===== src/rtl/nlf_pkg.sv =====
// Package for the newline line framer: sizes, byte codes, register map and FSM states.
package nlf_pkg;

    localparam int LINE_DEPTH = 64;
    localparam int ADDR_W     = $clog2(LINE_DEPTH);
    localparam int CNT_W      = $clog2(LINE_DEPTH + 1);
    localparam int MAX_LEN_W  = 7;
    localparam int PADDR_W    = 3;
    localparam int PDATA_W    = 32;

    localparam logic [7:0] CH_NEWLINE = 8'h0A;
    localparam logic [7:0] CH_RETURN  = 8'h0D;

    localparam logic KIND_DATA = 1'b0;
    localparam logic KIND_END  = 1'b1;

    localparam logic [0:0] REG_MAX_LEN = 1'b0;

    localparam logic [MAX_LEN_W-1:0] MAX_LEN_RESET = MAX_LEN_W'(64);

    typedef enum logic {
        ST_IDLE,
        ST_EMIT
    } t_state;

endpackage


===== src/rtl/nlf_in_if.sv =====
// Input beat channel of the line framer: byte kind and data.
interface nlf_in_if;
    logic       valid;
    logic       ready;
    logic       kind;
    logic [7:0] data_byte;

    modport source (output valid, output kind, output data_byte, input ready);
    modport sink   (input valid, input kind, input data_byte, output ready);
endinterface


===== src/rtl/nlf_out_if.sv =====
// Output beat channel of the line framer: line bytes and discard reports.
interface nlf_out_if;
    logic       valid;
    logic       ready;
    logic [7:0] line_byte;
    logic       is_last;
    logic       discarded;

    modport source (output valid, output line_byte, output is_last, output discarded,
                    input ready);
    modport sink   (input valid, input line_byte, input is_last, input discarded,
                    output ready);
endinterface


===== src/rtl/nlf_line_ram.sv =====
// Line store: one write port, one registered read port that holds when not read.
module nlf_line_ram (
    input  logic                       i_clk,
    input  logic                       i_wr_en,
    input  logic [nlf_pkg::ADDR_W-1:0] i_wr_addr,
    input  logic [7:0]                 i_wr_data,
    input  logic                       i_rd_en,
    input  logic [nlf_pkg::ADDR_W-1:0] i_rd_addr,
    output logic [7:0]                 o_rd_data
);

    logic [7:0] r_mem [nlf_pkg::LINE_DEPTH];
    logic [7:0] r_rd_data;

    always_ff @(posedge i_clk) begin
        if (i_wr_en) begin
            r_mem[i_wr_addr] <= i_wr_data;
        end
    end

    always_ff @(posedge i_clk) begin
        if (i_rd_en) begin
            r_rd_data <= r_mem[i_rd_addr];
        end
    end

    assign o_rd_data = r_rd_data;

endmodule


===== src/rtl/newline_line_framer.sv =====
// Top level of the newline line framer: line collection, emission pipeline and APB register.
//
// Input channel i_in carries one byte beat (kind 0) or a connection-end beat (kind 1).
// Data bytes are written into the line store, one per beat, one per cycle while ready.
// A newline beat closes the line: one trailing carriage return is dropped and the
// rest is read back from the store and sent on o_out, one byte per beat, is_last on
// the final byte. An empty line sends nothing. A line that overruns max_line_length
// is dropped and its newline sends one beat with discarded and is_last set.
// A discard report goes from its newline beat through the read stage and the output
// register. A newline sets the state register to emission; the line's bytes then pass
// the store's read port, a read stage and the output register, one byte per cycle while
// o_out is ready. i_in is not ready while a line is being read out.
// When o_out stalls, the read stage and the output register hold their beats and readout
// pauses; data bytes are still taken while only the output register holds a beat.
// max_line_length lives at APB address 0 (reset 64, values above 64 act as 64).
// Reset clears the line count, the discard flag and the pipeline; the store itself
// is not cleared.
module newline_line_framer (
    input  logic                          i_clk,
    input  logic                          i_rst_n,
    nlf_in_if.sink                        i_in,
    nlf_out_if.source                     o_out,
    input  logic                          psel,
    input  logic                          penable,
    input  logic                          pwrite,
    input  logic [nlf_pkg::PADDR_W-1:0]   paddr,
    input  logic [nlf_pkg::PDATA_W-1:0]   pwdata,
    output logic [nlf_pkg::PDATA_W-1:0]   prdata,
    output logic                          pready
);

    localparam int ADDR_W = nlf_pkg::ADDR_W;
    localparam int CNT_W  = nlf_pkg::CNT_W;
    localparam int LIM_W  = nlf_pkg::MAX_LEN_W;

    nlf_pkg::t_state r_state;
    nlf_pkg::t_state n_state;

    logic [LIM_W-1:0]  r_max_len;
    logic [CNT_W-1:0]  r_count;
    logic              r_last_cr;
    logic              r_discarding;
    logic [ADDR_W-1:0] r_idx;
    logic [CNT_W-1:0]  r_len;
    logic              r_rd_valid;
    logic              r_rd_last;
    logic              r_rd_disc;
    logic              r_out_valid;
    logic [7:0]        r_out_byte;
    logic              r_out_last;
    logic              r_out_disc;

    logic              in_ready;
    logic              rd_issue;
    logic              in_fire;
    logic              is_data;
    logic              is_nl;
    logic              rd_move;
    logic              report_load;
    logic              wr_en;
    logic              over_limit;
    logic [LIM_W-1:0]  eff_limit;
    logic [CNT_W-1:0]  line_len;
    logic              idx_last;
    logic [7:0]        ram_data;
    logic              cfg_wr;

    assign cfg_wr = psel && penable && pwrite
                    && (paddr[nlf_pkg::PADDR_W-1] == nlf_pkg::REG_MAX_LEN);
    assign pready = 1'b1;
    assign prdata = (paddr[nlf_pkg::PADDR_W-1] == nlf_pkg::REG_MAX_LEN)
                    ? nlf_pkg::PDATA_W'(r_max_len) : '0;

    assign eff_limit = (r_max_len > LIM_W'(nlf_pkg::LINE_DEPTH))
                       ? LIM_W'(nlf_pkg::LINE_DEPTH) : r_max_len;

    assign in_fire     = i_in.valid && in_ready;
    assign is_data     = (i_in.kind == nlf_pkg::KIND_DATA);
    assign is_nl       = is_data && (i_in.data_byte == nlf_pkg::CH_NEWLINE);
    assign over_limit  = (LIM_W'(r_count) >= eff_limit);
    assign wr_en       = in_fire && is_data && !is_nl && !r_discarding && !over_limit;
    assign report_load = in_fire && is_nl && r_discarding;
    assign line_len    = r_count - CNT_W'((r_count != '0) && r_last_cr);
    assign idx_last    = (CNT_W'(r_idx) + CNT_W'(1)) == r_len;
    assign rd_move     = r_rd_valid && (!r_out_valid || o_out.ready);

    nlf_line_ram u_ram (
        .i_clk     (i_clk),
        .i_wr_en   (wr_en),
        .i_wr_addr (r_count[ADDR_W-1:0]),
        .i_wr_data (i_in.data_byte),
        .i_rd_en   (rd_issue),
        .i_rd_addr (r_idx),
        .o_rd_data (ram_data)
    );

    always_ff @(posedge i_clk) begin
        if (!i_rst_n) begin
            r_state <= nlf_pkg::ST_IDLE;
        end else begin
            r_state <= n_state;
        end
    end

    always_comb begin
        n_state  = r_state;
        in_ready = 1'b0;
        rd_issue = 1'b0;
        unique case (r_state)
            nlf_pkg::ST_IDLE: begin
                in_ready = !r_rd_valid || rd_move;
                if (i_in.valid && in_ready && is_nl && !r_discarding
                    && (line_len != '0)) begin
                    n_state = nlf_pkg::ST_EMIT;
                end
            end
            nlf_pkg::ST_EMIT: begin
                rd_issue = !r_rd_valid || rd_move;
                if (rd_issue && idx_last) begin
                    n_state = nlf_pkg::ST_IDLE;
                end
            end
            default: n_state = nlf_pkg::ST_IDLE;
        endcase
    end

    always_ff @(posedge i_clk) begin
        if (!i_rst_n) begin
            r_max_len    <= nlf_pkg::MAX_LEN_RESET;
            r_count      <= '0;
            r_discarding <= 1'b0;
            r_rd_valid   <= 1'b0;
            r_out_valid  <= 1'b0;
        end else begin
            if (cfg_wr) begin
                r_max_len <= pwdata[LIM_W-1:0];
            end

            if (in_fire) begin
                if (!is_data || is_nl) begin
                    r_count      <= '0;
                    r_discarding <= 1'b0;
                end else if (!r_discarding) begin
                    if (over_limit) begin
                        r_count      <= '0;
                        r_discarding <= 1'b1;
                    end else begin
                        r_count <= r_count + CNT_W'(1);
                    end
                end
            end

            if (rd_issue || report_load) begin
                r_rd_valid <= 1'b1;
            end else if (rd_move) begin
                r_rd_valid <= 1'b0;
            end

            if (rd_move) begin
                r_out_valid <= 1'b1;
            end else if (o_out.ready) begin
                r_out_valid <= 1'b0;
            end
        end
    end

    always_ff @(posedge i_clk) begin
        if (wr_en) begin
            r_last_cr <= (i_in.data_byte == nlf_pkg::CH_RETURN);
        end
        if (in_fire && is_nl) begin
            r_idx <= '0;
            r_len <= line_len;
        end else if (rd_issue) begin
            r_idx <= r_idx + ADDR_W'(1);
        end
        if (rd_issue) begin
            r_rd_last <= idx_last;
            r_rd_disc <= 1'b0;
        end else if (report_load) begin
            r_rd_last <= 1'b1;
            r_rd_disc <= 1'b1;
        end
        if (rd_move) begin
            r_out_byte <= r_rd_disc ? 8'h00 : ram_data;
            r_out_last <= r_rd_last;
            r_out_disc <= r_rd_disc;
        end
    end

    assign i_in.ready      = in_ready;
    assign o_out.valid     = r_out_valid;
    assign o_out.line_byte = r_out_byte;
    assign o_out.is_last   = r_out_last;
    assign o_out.discarded = r_out_disc;

    a_count_in_range: assert property (@(posedge i_clk) disable iff (!i_rst_n)
        r_count <= CNT_W'(nlf_pkg::LINE_DEPTH))
        else $error("line count beyond store depth");

    a_report_empty: assert property (@(posedge i_clk) disable iff (!i_rst_n)
        (o_out.valid && o_out.discarded) |-> (o_out.line_byte == 8'h00 && o_out.is_last))
        else $error("discard report carries data or lacks is_last");

    a_newline_clears: assert property (@(posedge i_clk) disable iff (!i_rst_n)
        (in_fire && is_nl) |=> (r_count == '0 && !r_discarding))
        else $error("newline did not clear line state");

    a_rd_stage_held: assert property (@(posedge i_clk) disable iff (!i_rst_n)
        (r_rd_valid && !rd_move) |=> r_rd_valid)
        else $error("read stage beat lost while stalled");

endmodule

===== src/flat_wrapper.sv =====
// flat-port wrapper written by rule: the top's interface ports become plain ports
module newline_line_framer_flat 
  (i_clk, i_rst_n, psel, penable, pwrite, paddr, pwdata, prdata, pready, i_in_valid, i_in_kind, i_in_data_byte, i_in_ready, o_out_valid, o_out_line_byte, o_out_is_last, o_out_discarded, o_out_ready);
  nlf_in_if i_in_i ();
  nlf_out_if o_out_i ();
  input  logic i_clk;
  input  logic i_rst_n;
  input  logic psel;
  input  logic penable;
  input  logic pwrite;
  input  logic [nlf_pkg::PADDR_W-1:0] paddr;
  input  logic [nlf_pkg::PDATA_W-1:0] pwdata;
  output logic [nlf_pkg::PDATA_W-1:0] prdata;
  output logic pready;
  input wire logic [$bits(i_in_i.valid)-1:0] i_in_valid;
  input wire logic [$bits(i_in_i.kind)-1:0] i_in_kind;
  input wire logic [$bits(i_in_i.data_byte)-1:0] i_in_data_byte;
  output wire logic [$bits(i_in_i.ready)-1:0] i_in_ready;
  output wire logic [$bits(o_out_i.valid)-1:0] o_out_valid;
  output wire logic [$bits(o_out_i.line_byte)-1:0] o_out_line_byte;
  output wire logic [$bits(o_out_i.is_last)-1:0] o_out_is_last;
  output wire logic [$bits(o_out_i.discarded)-1:0] o_out_discarded;
  input wire logic [$bits(o_out_i.ready)-1:0] o_out_ready;
  assign i_in_i.valid = i_in_valid;
  assign i_in_i.kind = i_in_kind;
  assign i_in_i.data_byte = i_in_data_byte;
  assign i_in_ready = i_in_i.ready;
  assign o_out_valid = o_out_i.valid;
  assign o_out_line_byte = o_out_i.line_byte;
  assign o_out_is_last = o_out_i.is_last;
  assign o_out_discarded = o_out_i.discarded;
  assign o_out_i.ready = o_out_ready;
  newline_line_framer u_core (.i_clk(i_clk), .i_rst_n(i_rst_n), .i_in(i_in_i), .o_out(o_out_i), .psel(psel), .penable(penable), .pwrite(pwrite), .paddr(paddr), .pwdata(pwdata), .prdata(prdata), .pready(pready));
endmodule

===== config.mk =====
export PLATFORM = sky130hd
export DESIGN_NAME = newline_line_framer_flat
export DESIGN_NICKNAME = d
export VERILOG_FILES = /design/src/rtl/nlf_pkg.sv /design/src/rtl/nlf_in_if.sv /design/src/rtl/nlf_out_if.sv /design/src/rtl/nlf_line_ram.sv /design/src/rtl/newline_line_framer.sv /design/src/flat_wrapper.sv
export SDC_FILE = /design/constraint.sdc
export NUM_CORES = 1
export LEC_CHECK = 0
export ABC_CLOCK_PERIOD_IN_PS = 2900
export BUFFER_PORTS_ARGS = -buffer_cell sky130_fd_sc_hd__buf_4
export CAP_MARGIN = 5
export CORE_ASPECT_RATIO = 1.25
export CORE_MARGIN = 5
export CORE_UTILIZATION = 30
export DETAILED_ROUTE_END_ITERATION = 7
export PLACE_DENSITY_LB_ADDON = 0.2
export SLEW_MARGIN = 0
export SYNTH_ARGS = -nofsm -noshare
export SYNTH_HDL_FRONTEND = slang
export SYNTH_SLANG_ARGS = --single-unit

===== constraint.sdc =====
create_clock -name i_clk -period 2.9 [get_ports i_clk]
set_input_delay 0.58 -clock i_clk [delete_from_list [all_inputs] [get_ports i_clk]]
set_output_delay 0.58 -clock i_clk [all_outputs]
set_load 0.005 [all_outputs]

==> results.py <==
metrics = {
    "clocking": {
        "htreeDepth": 2,
        "cts-root-buf": "clkbuf_16",
        "cts_tree": "yes",
        "cts_buffers": 56,
        "ctsLongestPathBuffers": 3,
        "cts_setup_buffers": 0,
        "clk_latency_ns": 0.60,
        "cts.clk_slew.worst_paths_ns": 0.06,
        "clock_sinks": 564,
    },
    "synthesis": {
        "post-synth-top-area-cell": "edfxtp_1",
        "synth.area.top_cells": "edfxtp_1 (71%), mux4_2 (11%), mux4_1 (2.4%)",
        "synth_ff_type": "edfxtp_1",
        "synth-seq-cells": 564,
        "synth_cells": 1166,
        "synthMuxAreaShare": 0.146,
        "syn_area_per_cell_sq_um": 19.5,
        "yosys-top-cells-count": "edfxtp_1 (539), mux4_2 (109), nor2_1 (94), buf_4 (32), mux2i_1 (30)",
        "synthesis.area_sq_um": 22700,
        "yosysTopAreaCellShare": 0.713,
        "synth.yosys.seq_area_share": 0.735,
        "yosys.cell_count.top_type": "edfxtp_1",
        "ys_warn_count": 0,
        "synth_top_family_by_area": "multiplexers",
        "synth_cell_types": 60,
        "synth-simple-area-share": 0.0475,
        "synth_xor_area_frac": 0.00888,
        "synthAdderAreaFrac": 0.00662,
        "synthArstFlopShare": 0,
        "synth_edf_count": 539,
        "synth_compound_area_frac": 0.0281,
    },
    "setup_path": {
        "start_kind": "primary input",
        "path_max_fanout": 11,
        "cp.required_ns": 3.12,
        "critical_path_arrival_ns": 3.17,
        "crit_start": "i_in_data_byte[0]",
        "path_common_cell": "buf_12",
        "critPathMaxStageDelay_ns": 0.69,
        "end_kind": "flip-flop",
        "critPathKind": "in2reg",
        "r2r_setup_slack_ns": -0.03,
        "ff2ff_path_depth": 11,
        "crit_path_top_delay_cell": "nor3b_4",
        "crit_chain": "buf_4, nor3b_1, buf_12, a31oi_1, nor3b_4, nand4_1, buf_12, nor2_1",
        "r2r_end": "u_core.u_ram.r_mem[32][6]",
        "crit-reg2reg-launch": "u_core.r_max_len[6]",
    },
    "sta": {
        "finClkSkew_ns": 0.00927,
        "whs_ns": 0.216,
        "drv_slew": 0,
        "post-route-period-util": 1.02,
        "setup-tns-final_ns": -1.45,
        "period_needed_ns": 2.95,
        "rsz0062_at_grt": "yes",
        "setup_ws_ns": -0.0536,
        "setup_viol": 54,
        "tightest_slew_ns": 1.11,
        "hold_violations": 0,
        "max_freq_mhz": 339,
        "relSlewSlack": 0.260,
    },
    "power_and_ir_drop": {
        "total_leakage_power_nw": 8.25,
        "peakVddDrop_mv": 0.466,
        "power_mw": 16.8,
        "power_density_nw_per_um2": 632,
    },
    "global_routing": {
        "antenna_found_initial": 1,
        "grt_max_degree": 66,
        "grt_pass1_wl_um": 80900,
        "grt_overflow": 0,
        "grt_use_total": 0.133,
        "grt_pass1_vias": 11800,
    },
    "die": {
        "fp.coreArea_sq_um": 74800,
        "die-area_sq_um": 81300,
        "io_pins": 96,
        "start_util": 0.303,
        "rows": 112,
        "dieWidth_um": 256,
        "die_y_um": 317,
    },
    "placed_design": {
        "place_inst": 2200,
        "port_buffers": 42,
        "place_area_sq_um": 24600,
        "place.gp.congestion": 0.772,
        "dp_hpwl_um": 35600,
        "dpl_worst_slack_ns": -0.983,
    },
    "routing": {
        "drt-initial-drc-count": 635,
        "dr.pass1.iters": 4,
        "drt_wl_total_um": 55100,
        "ant_nets": 0,
        "vias": 11100,
        "viasPerCell": 4.84,
        "wl_per_cell_um": 24.0,
        "drc": 0,
    },
    "run_status": {
        "violations": "negative setup slack",
        "outcome": "complete, but fails checks",
    },
    "finish": {
        "drive_gt1_frac": 0.292,
        "stdcell_area_sq_um": 26700,
        "fin_util": 0.356,
        "antenna_cells": 0,
        "area_growth_pct": 17.6,
        "fin_nets": 1352,
        "regArea_sq_um": 16700,
        "fillers": 6974,
        "fin_cells": 2300,
        "multiInputGateArea_sq_um": 5710,
    },
    "worst_hold_path": {
        "whs_path_depth": 3,
        "hold_class": "in2reg",
        "min_to": "u_core.r_max_len[5]",
        "hp-start": "pwdata[5]",
    },
    "job": {
        "drv_cap": 0,
    },
}
critical path: cells and delay by family:
family                 cells  cell delay, ns
AND/OR/NAND/NOR            4            1.76
buffers and inverters      3            0.56
AO/OA/AOI/OAI              1            0.23
registers in the layout, summed over array words and instances (netlist names), 6 cells and up:
register                count
u_core.u_ram.r_mem        512
u_core.o_out.line_byte      8
u_core.u_ram.o_rd_data      8
u_core.r_count              7
u_core.r_len                7
u_core.r_max_len            7
u_core.r_idx                6
kinds of logic after synthesis:
| group | Yosys count |
|---|---|
| XOR/XNOR | 23 |
| buffers and inverters | 96 |
| flip-flops | 564 |
| AO/OA/AOI/OAI | 93 |
| AND/OR/NAND/NOR | 216 |
| multiplexers | 160 |
| other | 2 |
| adder cells (fa/ha/maj) | 12 |
how the worst max path moves through the flow:
| stage | to | slack [ns] | cells past startpoint |
|---|---|---|---|
| global placement | u_core.u_ram.r_mem[3][1] | -0.95 | 8 |
| detailed placement | u_core.u_ram.r_mem[3][1] | -0.98 | 8 |
| global route | u_core.u_ram.r_mem[33][0] | -0.25 | 11 |
| CTS | u_core.u_ram.r_mem[37][4] | -0.10 | 11 |
| finish | u_core.u_ram.r_mem[32][6] | -0.05 | 8 |
| floorplan | u_core.u_ram.r_mem[53][0] | 0.15 | 9 |
report_power, final:
| part | switching, mW | total, mW | internal (mW) |
|---|---|---|---|
| logic | 0.291 | 0.441 | 0.150 |
| registers | 0.00791 | 8.93 | 8.92 |
| clock network | 3.09 | 7.47 | 4.38 |
| total | 3.39 | 16.8 | 13.5 |
layout make-up:
cell class	count	share of cell area
Timing Repair Buffer	126	0.0430
Sequential cell	564	0.626
Clock inverter	37	0.0157
Multi-Input combinational cell	530	0.214
Tap cell	969	0.0455
Clock buffer	63	0.0543
Inverter	11	0.00155
per-layer routing:
metal / track usage / vias to the layer above / wire length, um
met5: 0 / - / 0
met4: 0.0452 / 0 / 1800
met3: 0.0205 / 89 / 1900
met2: 0.236 / 234 / 28500
met1: 0.166 / 5872 / 22900
li1: - / 4934 / -
layout by cell type, fill, tap and decap left out, types with 14 or more instances in the layout:
cell / Yosys / routed
conb_1: 2 / 26
mux4_1: 21 / 21
mux2i_1: 30 / 30
nor2_4: 0 / 16
dfxtp_1: 25 / 21
nor2b_1: 20 / 20
nor2_1: 94 / 37
nand2_1: 28 / 28
clkbuf_16: 0 / 57
mux4_2: 109 / 109
edfxtp_1: 539 / 539
buf_4: 32 / 110
buf_12: 3 / 16
nand3_1: 15 / 15
nor2_2: 0 / 41
a21oi_1: 23 / 23
o22ai_1: 14 / 14
what timing repair did:
action / CTS / global route
setup endpoints to repair: 513 / 262
hold buffers: 0 / 0
resized for setup: 46 / 29
Power figures use the tool's default switching activity.
